`config.mk`:
```
export PLATFORM = sky130hd
export DESIGN_NAME = smartcard_character_framer
export DESIGN_NICKNAME = d
export VERILOG_FILES = /design/src/sccf_pkg.sv /design/src/smartcard_character_framer.sv /design/src/sccf_engine.sv
export SDC_FILE = /design/constraint.sdc
export NUM_CORES = 1
export LEC_CHECK = 0
export BUFFER_PORTS_ARGS = -buffer_cell sky130_fd_sc_hd__buf_2
export CAP_MARGIN = 10
export CORE_MARGIN = 3
export CORE_UTILIZATION = 60
export DETAILED_ROUTE_END_ITERATION = 8
export GPL_ROUTABILITY_DRIVEN = 0
export PLACE_DENSITY = 0.77
export SYNTH_ARGS = -nofsm -noshare
export SYNTH_HDL_FRONTEND = slang
export SYNTH_SLANG_ARGS = --single-unit
```
`constraint.sdc`:
```
create_clock -name clk -period 9.3 [get_ports clk]
set_clock_uncertainty 0.1 [all_clocks]
set_input_delay 1.86 -clock clk [delete_from_list [all_inputs] [get_ports clk]]
set_output_delay 1.86 -clock clk [all_outputs]
set_load 0.01 [all_outputs]
```
`src/sccf_pkg.sv`:
```
// Shared types and constants for the smartcard character framer.
package sccf_pkg;

	localparam int unsigned DATA_BITS = 8;
	localparam int unsigned ETU_W     = 16;
	localparam int unsigned CNT_W     = ETU_W + 1;
	localparam int unsigned SLOT_W    = 4;
	localparam int unsigned CFG_IDX_W = 2;

	localparam logic [SLOT_W-1:0] TX_GUARD_END  = 4'd2;
	localparam logic [SLOT_W-1:0] TX_START_SLOT = 4'd2;
	localparam logic [SLOT_W-1:0] TX_DATA_SLOT  = 4'd3;
	localparam logic [SLOT_W-1:0] TX_LAST_DATA  = 4'd10;
	localparam logic [SLOT_W-1:0] TX_PARITY_SLOT = 4'd11;
	localparam logic [SLOT_W-1:0] TX_LAST_SLOT  = 4'd13;
	localparam logic [SLOT_W-1:0] RX_DRIVE_SLOT = 4'd8;
	localparam logic [SLOT_W-1:0] RX_END_SLOT   = 4'd10;
	localparam logic [SLOT_W-1:0] RX_DATA_SLOTS = 4'd8;

	localparam logic [CFG_IDX_W-1:0] CFG_ETU   = 2'd0;
	localparam logic [CFG_IDX_W-1:0] CFG_PHASE = 2'd1;

	localparam logic [ETU_W-1:0] ETU_RESET   = 16'd8333;
	localparam logic [ETU_W-1:0] PHASE_RESET = 16'd5000;

	typedef enum logic [2:0] {
		MODE_IDLE = 3'b001,
		MODE_TX   = 3'b010,
		MODE_RX   = 3'b100
	} mode_t;

	typedef struct packed {
		logic                 line_in;
		logic                 send_request;
		logic [DATA_BITS-1:0] send_byte;
	} item_t;

	typedef struct packed {
		logic                 line_drive;
		logic                 line_level;
		logic                 rx_valid;
		logic [DATA_BITS-1:0] rx_byte;
		logic                 tx_done;
		logic                 tx_error;
		logic                 busy_res;
	} result_t;

	typedef struct packed {
		logic [ETU_W-1:0] etu_cycles;
		logic [ETU_W-1:0] sample_phase_cycles;
	} cfg_t;

endpackage

```
`src/smartcard_character_framer.sv`:
```
// One tick item per cycle while the result side keeps up: an input register feeds
// the framer state logic, whose result goes to an output register. A new item is taken
// every cycle while the result side keeps up; out_stall backs up through one stage.
// Bit timing is counted in items: etu_cycles items per bit, with the first receive
// sample at etu_cycles + sample_phase_cycles items after the falling-edge item.
// Configuration writes are always ready and should be done while the framer is idle.
module smartcard_character_framer import sccf_pkg::*; (
	input  logic                 clk,
	input  logic                 arst_n,
	input  logic                 in_valid,
	output logic                 in_stall,
	input  logic                 line_in,
	input  logic                 send_request,
	input  logic [DATA_BITS-1:0] send_byte,
	output logic                 out_valid,
	input  logic                 out_stall,
	output logic                 line_drive,
	output logic                 line_level,
	output logic                 rx_valid,
	output logic [DATA_BITS-1:0] rx_byte,
	output logic                 tx_done,
	output logic                 tx_error,
	output logic                 busy_res,
	input  logic                 cfg_valid,
	output logic                 cfg_ready,
	input  logic [CFG_IDX_W-1:0] cfg_index,
	input  logic [ETU_W-1:0]     cfg_data
);

	cfg_t    cfg_q;
	item_t   item_s1;
	logic    valid_s1;
	result_t res_s2;
	logic    valid_s2;
	result_t res_comb;
	logic    advance;

	assign cfg_ready = 1'b1;

	always_ff @(posedge clk or negedge arst_n) begin
		if (!arst_n) begin
			cfg_q.etu_cycles          <= ETU_RESET;
			cfg_q.sample_phase_cycles <= PHASE_RESET;
		end else if (cfg_valid && cfg_ready) begin
			unique case (cfg_index)
				CFG_ETU:   cfg_q.etu_cycles          <= cfg_data;
				CFG_PHASE: cfg_q.sample_phase_cycles <= cfg_data;
				default: ;
			endcase
		end
	end

	assign advance  = valid_s1 && (!valid_s2 || !out_stall);
	assign in_stall = valid_s1 && !advance;

	always_ff @(posedge clk or negedge arst_n) begin
		if (!arst_n)
			valid_s1 <= 1'b0;
		else if (in_valid && !in_stall)
			valid_s1 <= 1'b1;
		else if (advance)
			valid_s1 <= 1'b0;
	end

	always_ff @(posedge clk) begin
		if (in_valid && !in_stall) begin
			item_s1.line_in      <= line_in;
			item_s1.send_request <= send_request;
			item_s1.send_byte    <= send_byte;
		end
	end

	sccf_engine u_engine (
		.clk    (clk),
		.arst_n (arst_n),
		.step   (advance),
		.item   (item_s1),
		.cfg    (cfg_q),
		.res    (res_comb)
	);

	always_ff @(posedge clk or negedge arst_n) begin
		if (!arst_n)
			valid_s2 <= 1'b0;
		else if (advance)
			valid_s2 <= 1'b1;
		else if (!out_stall)
			valid_s2 <= 1'b0;
	end

	always_ff @(posedge clk) begin
		if (advance)
			res_s2 <= res_comb;
	end

	assign out_valid  = valid_s2;
	assign line_drive = res_s2.line_drive;
	assign line_level = res_s2.line_level;
	assign rx_valid   = res_s2.rx_valid;
	assign rx_byte    = res_s2.rx_byte;
	assign tx_done    = res_s2.tx_done;
	assign tx_error   = res_s2.tx_error;
	assign busy_res   = res_s2.busy_res;

	a_adv_out: assert property (@(posedge clk) disable iff (!arst_n)
		advance |=> out_valid)
		else $error("processed item did not reach the result register");

	a_done_released: assert property (@(posedge clk) disable iff (!arst_n)
		out_valid && tx_done |-> !line_drive && !busy_res)
		else $error("line driven or busy on transmit completion");

	a_rx_tx_excl: assert property (@(posedge clk) disable iff (!arst_n)
		out_valid |-> !(rx_valid && tx_done))
		else $error("receive and transmit completion in one item");

	a_err_with_done: assert property (@(posedge clk) disable iff (!arst_n)
		out_valid && (tx_error || line_level) |-> tx_done || line_drive)
		else $error("error or level flagged without completion or drive");

endmodule

```
`src/sccf_engine.sv`:
```
// Framer state and the per-tick transmit/receive sequencing.
module sccf_engine import sccf_pkg::*; (
	input  logic    clk,
	input  logic    arst_n,
	input  logic    step,
	input  item_t   item,
	input  cfg_t    cfg,
	output result_t res
);

	mode_t                mode_q;
	logic [SLOT_W-1:0]    slot_q;
	logic [CNT_W-1:0]     cnt_q;
	logic [DATA_BITS-1:0] shift_q;
	logic                 par_q;
	logic                 prev_line_q;

	mode_t                mode_n;
	logic [SLOT_W-1:0]    slot_n;
	logic [CNT_W-1:0]     cnt_n;
	logic [DATA_BITS-1:0] shift_n;
	logic                 par_n;

	always_comb begin
		logic              started;
		logic [CNT_W:0]    tx_next;
		logic [CNT_W-1:0]  rx_next;
		logic [CNT_W-1:0]  limit;
		logic [SLOT_W-1:0] slot_inc;
		logic [SLOT_W-1:0] bit_sel;
		mode_n   = mode_q;
		slot_n   = slot_q;
		cnt_n    = cnt_q;
		shift_n  = shift_q;
		par_n    = par_q;
		started  = 1'b0;
		res      = '0;
		tx_next  = '0;
		rx_next  = '0;
		limit    = '0;
		slot_inc = '0;
		bit_sel  = '0;

		if (mode_q == MODE_IDLE) begin
			if (item.send_request) begin
				mode_n  = MODE_TX;
				slot_n  = '0;
				cnt_n   = '0;
				shift_n = item.send_byte;
				par_n   = ^item.send_byte;
			end else if (prev_line_q && !item.line_in) begin
				mode_n  = MODE_RX;
				slot_n  = '0;
				cnt_n   = '0;
				shift_n = '0;
				started = 1'b1;
			end
		end

		unique case (mode_n)
			MODE_TX: begin
				if (slot_n >= TX_LAST_SLOT) begin
					// released tick: a low line is the receiver's error signal
					res.tx_done  = 1'b1;
					res.tx_error = !item.line_in;
					mode_n       = MODE_IDLE;
					slot_n       = '0;
					cnt_n        = '0;
				end else begin
					res.line_drive = 1'b1;
					bit_sel        = slot_n - TX_DATA_SLOT;
					if (slot_n < TX_GUARD_END)
						res.line_level = 1'b1;
					else if (slot_n == TX_START_SLOT)
						res.line_level = 1'b0;
					else if (slot_n <= TX_LAST_DATA)
						res.line_level = shift_n[bit_sel[2:0]];
					else if (slot_n == TX_PARITY_SLOT)
						res.line_level = par_n;
					else
						res.line_level = 1'b1;
					tx_next = {1'b0, cnt_n} + 1'b1;
					if (tx_next >= {2'b00, cfg.etu_cycles}) begin
						cnt_n  = '0;
						slot_n = slot_n + 1'b1;
					end else begin
						cnt_n = tx_next[CNT_W-1:0];
					end
				end
			end
			MODE_RX: begin
				if (!started) begin
					limit = (slot_n == '0)
						? ({1'b0, cfg.etu_cycles} + {1'b0, cfg.sample_phase_cycles})
						: {1'b0, cfg.etu_cycles};
					if (slot_n == RX_DRIVE_SLOT) begin
						res.line_drive = 1'b1;
						res.line_level = 1'b1;
					end
					rx_next = cnt_n + 1'b1;
					if (rx_next >= limit) begin
						cnt_n = '0;
						if (slot_n < RX_DATA_SLOTS)
							shift_n = {item.line_in, shift_n[DATA_BITS-1:1]};
						slot_inc = slot_n + 1'b1;
						if (slot_inc >= RX_END_SLOT) begin
							res.rx_valid = 1'b1;
							res.rx_byte  = shift_n;
							mode_n       = MODE_IDLE;
							slot_n       = '0;
						end else begin
							slot_n = slot_inc;
						end
					end else begin
						cnt_n = rx_next;
					end
				end
			end
			default: ;
		endcase

		res.busy_res = (mode_n != MODE_IDLE);
	end

	always_ff @(posedge clk or negedge arst_n) begin
		if (!arst_n) begin
			mode_q      <= MODE_IDLE;
			slot_q      <= '0;
			cnt_q       <= '0;
			shift_q     <= '0;
			par_q       <= 1'b0;
			prev_line_q <= 1'b1;
		end else if (step) begin
			mode_q      <= mode_n;
			slot_q      <= slot_n;
			cnt_q       <= cnt_n;
			shift_q     <= shift_n;
			par_q       <= par_n;
			prev_line_q <= item.line_in;
		end
	end

endmodule

```
Word level (Yosys, flattened, before mapping):

Cells that the tools add are included.
W data, S select, Z words.

* reductions and logical operators: 19
* $add $sub $neg: 5
* bitwise logic cells: 3
* eq/ne operators: 9
* mux-type cells: 55
* div/mod/pow operators: 0
* $mul: 0
* magnitude comparators: 8
* shift operators: 0

Operators by type and width (number)
* $mux W17: 8
* $mux W8: 7
* $pmux W17 S2: 1
* $mux W4: 8
* $mux W3: 7
* $add A17 B1 Y18 const B: 1
* $ge A18 B16 Y1: 1
* $mux W9: 2
* $add A16 B16 Y17: 1
* $add A17 B1 Y17 const B: 1
* $ge A17 B17 Y1: 1
* $mux W1: 14
* $mux W11: 1
* $eq A4 B4 Y1 const B: 2
* $ge A4 B4 Y1 const B: 2
* $pmux W4 S2: 1
* $reduce_xor A8 Y1: 1
* $mux W2: 3
* $pmux W3 S2: 1
* $reduce_and A2 Y1: 3
* $logic_not A1 Y1: 5
* $add A4 B1 Y4 const B: 1
* $eq A4 B2 Y1 const B: 1
* $le A4 B4 Y1 const B: 1
* 20 further kinds: 25

* word-level logic and storage cells: 119
* memories kept: 0
* register bits: 92
* memory bits (writable): 0
* input bits: 33
* ROM bits: 0
* latch bits: 0

Longest topological paths before layout:

Gate-level depths: netlist of the first run.

* depth after elaboration: 13
* mapped depth: 23
* depth with buffers taken out: 17

Hierarchy:

From an unflattened synthesis of the first run, not the netlist that was laid out.

* cells, all modules: 629
* area total of the unflattened synthesis: 6298.5 µm²

Modules (own cells, without submodules)
* sccf_engine: seq. area each 853.3 µm², instances 1, area an instance 4255.3 µm², cells each 527
* smartcard_character_framer: seq. area each 1584.0 µm², instances 1, area an instance 2043.2 µm², cells each 102

Worst setup path after synthesis of the first run:

No wires, ideal clock.

* kind: reg-to-reg
* from: reg u_engine.mode_q[2]
* to: reg u_engine.cnt_q[13]
* setup time: 0.066 ns
* cell stages (with the launch flop): 23
* setup slack: 3.889 ns
* arrival: 5.245 ns
* required time: 9.134 ns
* path buffers: 6
* period minus slack after synthesis: 5.411 ns
* cell sequence: dfrtp_1 clkbuf_1 nor3b_1 o21ai_1 clkbuf_1 clkbuf_1 and2_1 ha_1 buf_4 nand3_1 or3_1 buf_6 or3_2 a21oi_1 ha_1 a21oi_1 o21ai_0 a2111oi_0 a21oi_1 nor3_1 or2_1 buf_6 a32o_2

* word-level cells in the longest chain between the ends: 8
* elaborated cells on any way between the ends: 21
* those cells by class: add/sub (2); order compare (3); eq/ne (3); mux (12); reduce/logical (1)

Ends and longest elaborated chain
* from (decl): line sccf_engine.sv:11 `mode_t mode_q;`
* from (signal assigned): line sccf_engine.sv:134 `mode_q <= mode_n;`
* parallel branches: the longest is 7 deep, another holds $add A17 B1 Y18
* $pmux W17 S2 *: line sccf_engine.sv:60 `unique case (mode_n)`
* to (signal assigned): line sccf_engine.sv:136 `cnt_q <= cnt_n;`
* to (decl): line sccf_engine.sv:13 `logic [CNT_W-1:0] cnt_q;`

Every way passes the cells marked *.
A chain may end at the register's enable or synchronous reset.

Final worst setup path of the first run:

* from: reg u_engine.prev_line_q
* to: reg u_engine.cnt_q[14]

* word-level cells in the longest chain between the ends: 10
* elaborated cells on any way between the ends: 27
* those cells by class: add/sub (2); order compare (3); eq/ne (2); mux (18); reduce/logical (2)

Ends and longest elaborated chain
* from (decl): line sccf_engine.sv:16 `logic prev_line_q;`
* from (signal assigned): line sccf_engine.sv:139 `prev_line_q <= item.line_in;`
* $logic_and A1 B1 Y1 *: line sccf_engine.sv:51 `end else if (prev_line_q && !item.line_in) begin`
* parallel branches: the longest is 8 deep, another holds $add A17 B1 Y18
* $pmux W17 S2 *: line sccf_engine.sv:60

Marked as above.

==> results of run 1 <==
area by class of cell:
class	instances	area, sq um
clock buffer	9	123.9
fill	844	3457
inverter	30	112.6
timing repair buffer	55	292.8
sequential	92	2437
clock inverter	7	77.57
multi-input combinational	548	3745
tap	136	170.2
Yosys cell counts (all sizes together), types with 3 or more instances:
cell type and count:
nand2 78, a211oi 7, mux2i 7, and4 4, ha 54, a22oi 9
a221o 7, a311oi 4, and2 6, and3 13, a32o 10, dfstp 12
o21a 6, or2 4, nor2 59, mux2 18, inv 29, nor3b 3
a21o 7, a31oi 11, or3 8, o31ai 6, edfxtp 24, nor4 7
o21ai 47, nand2b 9, nor2b 6, xor2 13, a2111oi 3, o22ai 6
o211ai 6, clkbuf 18, nand3 21, a21oi 40, buf 12, nand4 9
nor3 19, xnor2 17, dfrtp 56
power breakdown:
group	switching [mW]	internal, mW
registers	0.0812	0.509
logic	0.619	0.411
clock network	0.165	0.106
total	0.866	1.03
through the flow:
stage	util (%)	setup WS, ps	std cells	area [sq um]
2_1_floorplan	-	3889	701	6475
3_3_place_gp	64.88	3601	861	6758
3_5_place_dp	64.88	3315	861	6758
4_1_cts	66.81	3252	877	6959
5_1_grt	66.81	2556	877	6959
6_report	66.81	3122	877	6959
sequential cells by signal, summed over array words and instances, names as in the netlist:
name / flops
u_engine.par_q: 1
tx_error: 1
u_engine.cnt_q: 17
valid_s1: 1
busy_res: 1
u_engine.slot_q: 4
item_s1: 10
u_engine.shift_q: 8
out_valid: 1
u_engine.prev_line_q: 1
u_engine.mode_q: 3
rx_valid: 1
line_drive: 1
tx_done: 1
line_level: 1
rx_byte: 8
cfg_q: 32
path summary, 6_finish.rpt:
kind / cells past startpoint / endpoint / from
max in group asynchronous: 2 / u_engine.mode_q[1]$_DFFE_PN0P_ / arst_n
worst max-delay path: 17 / u_engine.cnt_q[14]$_DFFE_PN0P_ / u_engine.prev_line_q$_DFFE_PN1P_
worst min-delay path: 2 / u_engine.prev_line_q$_DFFE_PN1P_ / u_engine.prev_line_q$_DFFE_PN1P_
worst max register to register: 17 / u_engine.cnt_q[14]$_DFFE_PN0P_ / u_engine.prev_line_q$_DFFE_PN1P_
min in group asynchronous: 2 / cfg_q[27]$_DFFE_PN0P_ / arst_n
worst min register to register: 2 / u_engine.prev_line_q$_DFFE_PN1P_ / u_engine.prev_line_q$_DFFE_PN1P_
cell families after synthesis:
kind of cell | count (synthesis)
AO/OA/AOI/OAI | 187
XOR/XNOR | 30
buffers and inverters | 61
adder cells (fa/ha/maj) | 55
multiplexers | 27
AND/OR/NAND/NOR | 248
flip-flops | 92
other | 1
layer usage:
metal / vias to the layer above / share of wire (%)
li1: 2668 / -
met1: 2620 / 45
met2: 213 / 47
met3: 28 / 6.7
met4: 0 / 1.6
met5: - / 0
worst register-to-register path, delay by kind of cell, from the launching register on:
family,cells,cell delay [ps]
AOI/OAI and AO/OA,7,2130
DFF,1,390
buffers and inverters,1,340
and+or+nand+nor,7,2540
adders and majority gates,2,610
==> reports/summary.txt, run 1 <==
Post-CTS Setup Bufs - 0
Post-Synth Simple-Gate Area - 18.57%
Initial Utilization - 62.16%
CP startpoint kind - flip-flop
Max-slew violations - 0
Routed Antenna Nets - 0
Main combinational cell family by area after synthesis - compound AO/OA/AOI/OAI gates
Critical Path Slowest Stage Cell - nor3_1
Hold_ws - 399.4 ps
Chip Height - 109.9 microns
Commonest cells after routing, fill and taps aside - nand2_1 (78), nor2_1 (58), dfrtp_1 (56)
VDD IR-drop max - 0.1703 mV
Antenna violations before repair - 0
Clock buffer depth - 2
Vias per cell - 6.304
Largest net degree at the start of global routing - 69
Worst-Margin Slew - 1083 ps
Top cell type's share of synthesized area - 21.64%
FP Rows - 37
Inserted Clock Buffers - 9
Met2 GRT Util - 41.42%
GR Util met3 - 6.048%
Area Growth Syn to Fin - 7.478%
Setup Viol. Count Final - 0
Core area - 10,420 sq um
Peak fanout along the critical path - 22
CP Data Required Time - 9530 ps
Remaining Overflow, GRT - 0
Vias - 5,529
Max_cap viols - 0
Sequential fraction of the synthesis area - 37.64%
Fin crit share - 66.43%
RSZ-0062 raised after global routing - false
Synth Area in Adders - 10.74%
EDFF count, synth - 24
Post_cts resized - 0
Cell family with most CP delay - simple AND/OR/NAND/NOR gates
Post-Syn Nets - 789
Vias in the first global route - 5,174
Post-synth ARST share - 73.91%
Synth Area in XOR/XNOR - 4.058%
Final Hold Viols - 0
GRT Total Usage - 26.69%
Pwr Density - 271.8 nW/um^2
Pwr Total - 1.891 mW
Max-Slew Margin vs Limit - 25.92%
Crit path arrival time - 6400 ps
Crit-path max cell delay - 740 ps
Library cells used by synthesis - 73
N_diodes - 0
Class of the worst hold path - flip-flop to flip-flop
Clk_lat worst skew - 390 ps
Leading cell type in the layout, fill and taps excluded - nand2_1
Yosys synthesis warning count - 0
1st-iter DRT viols - 486
CP Class - flip-flop to flip-flop
Cell Chain, Critical Path - nor2b_1, o21ai_1, buf_4, and2_1, ha_1, nand3_1, or3_1, or3_2, a21oi_1, ha_1, a21oi_1, o21ai_0, a2111oi_0, a21oi_1, nor3_1, or2_1, a32o_2
TritonRoute pass-1 iters - 6
Leak - 3.066 nW
Post-route minimum period - 6178 ps
Status - complete, no violations
Hold-fix buffers, CTS - 0
Drt drc - 0
CTS Sinks - 92
Met1 Usage GRT - 37.58%
Synth Flop Type - dfrtp_1
Mux cell area share after synthesis - 4.908%
Top cells by area, synth - dfrtp_1 (22%), edfxtp_1 (11%), ha_1 (10%)
Nets - 824
Synth Area per Inst - 9.237 sq um
Number of port buffers - 48
Hpwl dp - 11.15 mm
DR WL/cell - 17.27 microns
Setup TNS - 0 ps
Root buffer selected by CTS - clkbuf_8
Cell repeated most along the worst path - a21oi_1
H-tree Lvls - 3
FF+latch count, synth - 92
Critical Path Sink Type - flip-flop
Compound-cell area share of the yosys netlist - 19.36%
Die area - 12,070 sq um
Worst reg-to-reg setup slack - 3120 ps
Die width - 109.9 microns
Share of layout cells above drive strength 1 - 16.73%
Final WL - 15.15 mm
First-pass GRT wire length - 25.36 mm
Fmax - 0.1619 GHz
Area leader, netlist - dfrtp_1
Worst-path clk slew - 100 ps
CP bufs+invs - 1
TritonCTS clock tree - done
Syn Inst Count - 701
Cell Area, Synth - 6475 sq um
Most Crowded Layer GR - met2
Boundary Pins - 50
Power figures use the tool's default switching activity.
==> run 2: changes to the inputs <==
Settings changed: ABC_AREA set to 1.
Clock period 9.3 ns to 5.81 ns, I/O delays scaled along.
==> run 2 against run 1 <==
  * Setup slack worse by 2200 ps
  * Non-clock buffer count down 4
  * Die area up 4.0%
  * Final area up 5.6%
  * Clock power up 110%
  * Register-to-register slack worse by 2200 ps
  * Final cell count up 24%
  * Clock-buffer cell count up 1
  * Critical endpoint is now u_engine.cnt_q[1]$_DFFE_PN0P_
  * Largest cell class unchanged
  * Largest power group unchanged
==> reports/summary.txt, run 2 <==
CP startpoint kind - flip-flop
Vias - 5,897 (+6.7%)
Largest register FFs - 32 (unchanged)
Synth Area in XOR/XNOR - 3.634% (-0.42 points)
Library cells used by synthesis - 47 (-36%)
EDFF count, synth - 24 (unchanged)
Synth Flop Type - dfrtp_1
RSZ-0062 raised after global routing - false
FF-to-FF path depth - 22 (+5)
Vias in the first global route - 5,412 (+4.6%)
Synth cell count leaders - nand2_1 (190), inv_1 (135), o21ai_0 (88), nor2_1 (86), dfrtp_1 (56)
Final setup margin - 873.7 ps (-2248 ps)
Initial Utilization - 61.72% (-0.45 points)
R2R Path End - u_engine.cnt_q[1]$_DFFE_PN0P_
Vias per cell - 5.425 (-14%)
VDD IR-drop max - 0.2528 mV (+48%)
Setup TNS - 0 ps (unchanged)
Post_cts resized - 0 (unchanged)
Hold-fix buffers, CTS - 0 (unchanged)
TritonRoute pass-1 iters - 5 (-1)
Number of port buffers - 48 (unchanged)
GRT Total Usage - 24.40% (-2.3 points)
Leak - 3.727 nW (+22%)
DR WL/cell - 13.50 microns (-22%)
Mux cell area share after synthesis - 0% (-4.9 points)
Worst-Margin Slew - 1029 ps (-54.07 ps)
Max-slew violations - 0 (unchanged)
Layout Cells excl Fill - 1,087 (+24%)
Chip Height - 112.1 microns (+2.0%)
Setup Viol. Count Final - 0 (unchanged)
Post-synth ARST share - 73.91% (unchanged)
Final core occ - 67.20% (+0.39 points)
Remaining Overflow, GRT - 0 (unchanged)
Routed Antenna Nets - 0 (unchanged)
Pwr Density - 383.9 nW/um^2 (+41%)
1st-iter DRT viols - 484 (-0.41%)
Hold_ws - 387.3 ps (-12.02 ps)
Final WL - 14.68 mm (-3.1%)
Hold endpoint - u_engine.cnt_q[0]$_DFFE_PN0P_
N_diodes - 0 (unchanged)
Hold Path Depth - 2 (unchanged)
Boundary Pins - 50 (unchanged)
Min-delay src - u_engine.cnt_q[0]$_DFFE_PN0P_
Placed inst area - 7056 sq um (+4.4%)
Top cell type's share of synthesized area - 20.76% (-0.88 points)
Main combinational cell family by area after synthesis - simple AND/OR/NAND/NOR gates
Worst reg-to-reg setup slack - 870 ps (-2250 ps)
Largest regs - cfg_q: 32 flops, u_engine.cnt_q: 17 flops, item_s1: 10 flops
Cell total after placement - 1,071 (+24%)
Commonest cells after routing, fill and taps aside - nand2_1 (190), inv_1 (135), o21ai_0 (88)
Syn Inst Count - 906 (+29%)
CP Class - flip-flop to flip-flop
Fmax - 0.2026 GHz (+25%)
Peak fanout along the critical path - 22 (unchanged)
FF+latch count, synth - 92 (unchanged)
Largest net degree at the start of global routing - 69 (unchanged)
Largest register by flop count - cfg_q
Fin crit share - 84.96% (+19 points)
Die area - 12,560 sq um (+4.0%)
CP Data Required Time - 6000 ps (-3530 ps)
Nets - 1,030 (+25%)
# fillers - 979 (+16%)
Post-Syn Nets - 994 (+26%)
Drt drc - 0 (unchanged)
TritonCTS clock tree - done
Clk_lat worst skew - 360 ps (-30 ps)
Reg-to-Reg Start - item_s1[8]$_DFFE_PP_
Critical Path Sink Type - flip-flop
Sequential fraction of the synthesis area - 36.11% (-1.5 points)
Compound-cell area share of the yosys netlist - 14.91% (-4.5 points)
Post-Synth Simple-Gate Area - 25.03% (+6.5 points)
H-tree Lvls - 3 (unchanged)
FP Rows - 38 (+2.7%)
Root buffer selected by CTS - clkbuf_16
Status - complete, no violations
Leading cell type in the layout, fill and taps excluded - nand2_1
Yosys synthesis warning count - 0 (unchanged)
Final Hold Viols - 0 (unchanged)
Post-route minimum period - 4936 ps (-1242 ps)
Synth Area per Inst - 7.449 sq um (-19%)
Worst slack, placed - 960.1 ps (-2355 ps)
Share of layout cells above drive strength 1 - 13.20% (-3.5 points)
Inserted Clock Buffers - 9 (unchanged)
Max-Slew Margin vs Limit - 31.18% (+5.3 points)
Top cells by area, synth - dfrtp_1 (21%), edfxtp_1 (11%), nand2_1 (11%)
Core area - 10,940 sq um (+5.0%)
Finished layout cell area - 7348 sq um (+5.6%)
Class of the worst hold path - flip-flop to flip-flop
Antenna violations before repair - 0 (unchanged)
Hpwl dp - 10.83 mm (-2.9%)
Area Growth Syn to Fin - 8.880%
Worst-path clk slew - 70 ps (-30 ps)
Die width - 112.1 microns (+2.0%)
Post-CTS Setup Bufs - 0 (unchanged)
Max_cap viols - 0 (unchanged)
CTS Sinks - 92 (unchanged)
First-pass GRT wire length - 25.39 mm (about the same)
Crit path arrival time - 5130 ps (-1270 ps)
Clock buffer depth - 2 (unchanged)
Area leader, netlist - dfrtp_1
Cell Area, Synth - 6749 sq um (+4.2%)
Most common cell in the netlist - nand2_1
Synth Area in Adders - 10.31% (-0.44 points)
Pwr Total - 2.821 mW (+49%)
[run 2: critical path, cell delays in order, from the launching register on]
cell and delay [ps]:
edfxtp_1 400, inv_1 100, nand2_2 70, nand2_4 250
inv_2 180, nor2_1 280, inv_1 160, ha_1 240
nand2_1 130, buf_4 260, clkinv_1 290, o21ai_0 220
ha_1 340, a21oi_1 140, o21ai_0 90, a21oi_1 160
nand4_1 230, nor2_1 170, or2_1 680, nand3_1 160
nand2_1 90, nand2_1 50, nand2_1 80
[run 2: worst max path at each step]
stage,end,start
3_3_place_gp,u_engine.cnt_q[1]$_DFFE_PN0P_,item_s1[8]$_DFFE_PP_
4_1_cts,busy_res$_DFFE_PP_,item_s1[8]$_DFFE_PP_
2_1_floorplan,u_engine.shift_q[1]$_DFFE_PN0P_,item_s1[8]$_DFFE_PP_
6_report,u_engine.cnt_q[1]$_DFFE_PN0P_,item_s1[8]$_DFFE_PP_
5_1_grt,busy_res$_DFFE_PP_,u_engine.mode_q[2]$_DFFE_PN0P_
3_5_place_dp,busy_res$_DFFE_PP_,item_s1[8]$_DFFE_PP_
[run 2: layer usage]
metal / GRT usage [%] / share of wire (%) / vias to the layer above
li1: - / - / 3037
met1: 37.16 / 50 / 2641
met2: 35.29 / 42 / 201
met3: 5.822 / 7.4 / 18
met4: 5.929 / 1.2 / 0
met5: 0 / 0 / -
[run 2: logic make-up (layout without fill, tap and decap cells)]
kind of cell / Yosys count / in the layout
buffers and inverters: 170 / 211
AND/OR/NAND/NOR: 379 / 379
AO/OA/AOI/OAI: 181 / 181
XOR/XNOR: 28 / 28
adder cells (fa/ha/maj): 55 / 55
other: 1 / 1
flip-flops: 92 / 92
[run 2: layout make-up]
| type | instances | area (sq um) | share of cell area [%] |
|---|---|---|---|
| Multi-Input combinational cell | 644 | 3640 | 49.53 |
| Sequential cell | 92 | 2437 | 33.17 |
| Inverter | 144 | 540.5 | 7.356 |
| Timing Repair Buffer | 51 | 262.8 | 3.576 |
| Clock buffer | 10 | 239.0 | 3.252 |
| Tap cell | 140 | 175.2 | 2.384 |
| Clock inverter | 6 | 53.80 | 0.7322 |
[run 2: power breakdown]
part | switching [mW] | internal (mW) | total [mW]
Sequential | 0.0883 | 0.807 | 0.895
Combinational | 0.852 | 0.494 | 1.35
Clock | 0.270 | 0.309 | 0.579
==> run 3: changes to the inputs <==
Clock period 5.81 ns to 4.86 ns, I/O delays scaled along.
==> run 3 against run 2 <==
  * First-iteration DRC count decreased by 8.5%
  * Non-clock buffer count increased by 5
  * Maximum frequency increased by 12%
  * Die area unchanged
  * Register-to-register slack worse by 440 ps
  * Clock power grew 22%
  * Largest cell class unchanged
  * Via count grew 2.3%
  * Highest routed layer unchanged
  * Sequential power is 20% higher
  * Largest power group unchanged
  * Combinational power is 21% higher
  * Critical path depth fell by 2
==> reports/summary.txt, run 3 (synthesis results as in run 2) <==
Final core occ - 67.85% (+0.65 points)
Post-route minimum period - 4427 ps (-509.6 ps)
CP bufs+invs - 2 (-3)
CP Data Required Time - 4850 ps (-1150 ps)
R2R Path End - busy_res$_DFFE_PP_
Largest register FFs - 32 (unchanged)
DR WL/cell - 14.10 microns (+4.4%)
Die area - 12,560 sq um (unchanged)
Initial Utilization - 61.72% (unchanged)
TritonRoute pass-1 iters - 5 (unchanged)
# fillers - 990 (+1.1%)
Max-Slew Margin vs Limit - 29.99% (-1.2 points)
Drt drc - 0 (unchanged)
Core area - 10,940 sq um (unchanged)
Cell family with most CP delay - simple AND/OR/NAND/NOR gates
Max_cap viols - 0 (unchanged)
Worst reg-to-reg setup slack - 430 ps (-440 ps)
Vias in the first global route - 5,577 (+3.0%)
Largest net degree at the start of global routing - 44 (-36%)
Cell total after placement - 1,076 (+0.47%)
Routed Antenna Nets - 0 (unchanged)
1st-iter DRT viols - 443 (-8.5%)
Setup Viol. Count Final - 0 (unchanged)
FF-to-FF path depth - 20 (-9.1%)
CP startpoint kind - flip-flop
Vias per cell - 5.527 (+1.9%)
Boundary Pins - 50 (unchanged)
Fmax - 0.2259 GHz (+12%)
Leading cell type in the layout, fill and taps excluded - nand2_1
Final WL - 15.40 mm (+4.9%)
Largest register by flop count - cfg_q
Placed inst area - 7093 sq um (+0.53%)
Crit-path max cell delay - 540 ps (-140 ps)
Root buffer selected by CTS - clkbuf_16
CP Class - flip-flop to flip-flop
Crit path arrival time - 4420 ps (-710 ps)
Setup TNS - 0 ps (unchanged)
N_diodes - 0 (unchanged)
Fin crit share - 91.08% (+6.1 points)
CTS Sinks - 92 (unchanged)
FP Rows - 38 (unchanged)
Chip Height - 112.1 microns (unchanged)
Hold Path Depth - 2 (unchanged)
GRT Total Usage - 25.73% (+1.3 points)
Clk_lat worst skew - 350 ps (about the same)
Leak - 3.770 nW (+1.1%)
TritonCTS clock tree - done
Area Growth Syn to Fin - 9.937%
Min-delay src - u_engine.slot_q[1]$_DFFE_PN0P_
Largest regs - cfg_q: 32 flops, u_engine.cnt_q: 17 flops, item_s1: 10 flops
Die width - 112.1 microns (unchanged)
Hpwl dp - 11.33 mm (+4.6%)
Worst-Margin Slew - 1047 ps (+17.78 ps)
Share of layout cells above drive strength 1 - 13.87% (+0.67 points)
Inserted Clock Buffers - 9 (unchanged)
Critical Path Sink Type - flip-flop
Remaining Overflow, GRT - 0 (unchanged)
Max-slew violations - 0 (unchanged)
Worst-path clk slew - 70 ps (about the same)
Peak fanout along the critical path - 17 (-23%)
Finished layout cell area - 7420 sq um (+0.97%)
Hold endpoint - u_engine.slot_q[1]$_DFFE_PN0P_
Cell repeated most along the worst path - nand3_1
VDD IR-drop max - 0.3145 mV (+24%)
Layout Cells excl Fill - 1,092 (+0.46%)
Cell Chain, Critical Path - ha_1, a21oi_1, nor2_1, a211oi_1, nand3_1, a31o_2, or2_2, nand3_1, o21ai_0, ha_1, nand4_1, nor3_2, nand4_1, nand4_1, nand2_1, clkinv_1, buf_4, nand2_4, nand3_1, nand3_1
Vias - 6,035 (+2.3%)
First-pass GRT wire length - 26.70 mm (+5.2%)
Antenna violations before repair - 0 (unchanged)
Status - complete, no violations
Nets - 1,035 (+0.49%)
Pwr Density - 459.7 nW/um^2 (+20%)
H-tree Lvls - 3 (unchanged)
Reg-to-Reg Start - cfg_q[8]$_DFFE_PN1P_
Hold-fix buffers, CTS - 0 (unchanged)
Post-CTS Setup Bufs - 0 (unchanged)
Clock buffer depth - 2 (unchanged)
RSZ-0062 raised after global routing - false
Final Hold Viols - 0 (unchanged)
Critical Path Slowest Stage Cell - dfstp_2
Number of port buffers - 48 (unchanged)
Commonest cells after routing, fill and taps aside - nand2_1 (190), inv_1 (135), o21ai_0 (88)
Class of the worst hold path - flip-flop to flip-flop
run 3: per-stage QoR:
step / hold WS [ps] / power [mW] / setup slack (ps)
final: 383.4 / 3.410 / 433.3
after global routing: 397.2 / 3.734 / 52.98
after CTS: 382.9 / 3.400 / 234.4
after detailed placement: 365.2 / 2.678 / 262.2
after global placement: 366.4 / 2.641 / 336.8
after floorplan: 347.9 / 2.297 / 809.6
run 3: layer usage:
| metal | wire (microns) | up-vias | GRT usage (%) |
|---|---|---|---|
| li1 | - | 3056 | - |
| met1 | 7368 | 2759 | 38.97 |
| met2 | 6659 | 202 | 37.93 |
| met3 | 1156 | 18 | 5.013 |
| met4 | 211 | 0 | 6.971 |
| met5 | 0 | - | 0 |
run 3: how the worst max path moves through the flow:
stage	startpoint	end	slack [ps]	cells past startpoint
CTS	item_s1[9]$_DFFE_PP_	u_engine.cnt_q[1]$_DFFE_PN0P_	230	24
global route	item_s1[9]$_DFFE_PP_	busy_res$_DFFE_PP_	50	24
detailed placement	item_s1[9]$_DFFE_PP_	u_engine.cnt_q[3]$_DFFE_PN0P_	260	22
global placement	item_s1[8]$_DFFE_PP_	u_engine.cnt_q[1]$_DFFE_PN0P_	340	23
finish	cfg_q[8]$_DFFE_PN1P_	busy_res$_DFFE_PP_	430	20
floorplan	item_s1[8]$_DFFE_PP_	u_engine.shift_q[1]$_DFFE_PN0P_	810	26
run 3: repair_timing:
item | CTS | global route
setup endpoints to repair | 0 | 20
endpoints found under the hold margin | 0 | 0
gates resized for setup | 0 | 7
run 3: report_power, final:
group	internal (mW)	switching [mW]	total, mW
clock	0.410	0.295	0.705
combinational	0.597	1.04	1.63
sequential	0.965	0.107	1.07
run 3: area by class of cell:
class                   instances  area (sq um)  share of cell area, %
clock buffers                  11         242.7                  3.272
clock inverters                 5         52.55                 0.7083
inverters                     144         543.0                  7.319
multi-input cells             644          3669                  49.44
flip-flops and latches         92          2437                  32.85
well taps                     140         175.2                  2.361
repair buffers                 56         300.3                  4.047
run 3: worst min-delay path: stages, from the launching register on:
cell     delay [ps]
dfrtp_1         350
nand2_1          50
nand2_1          50
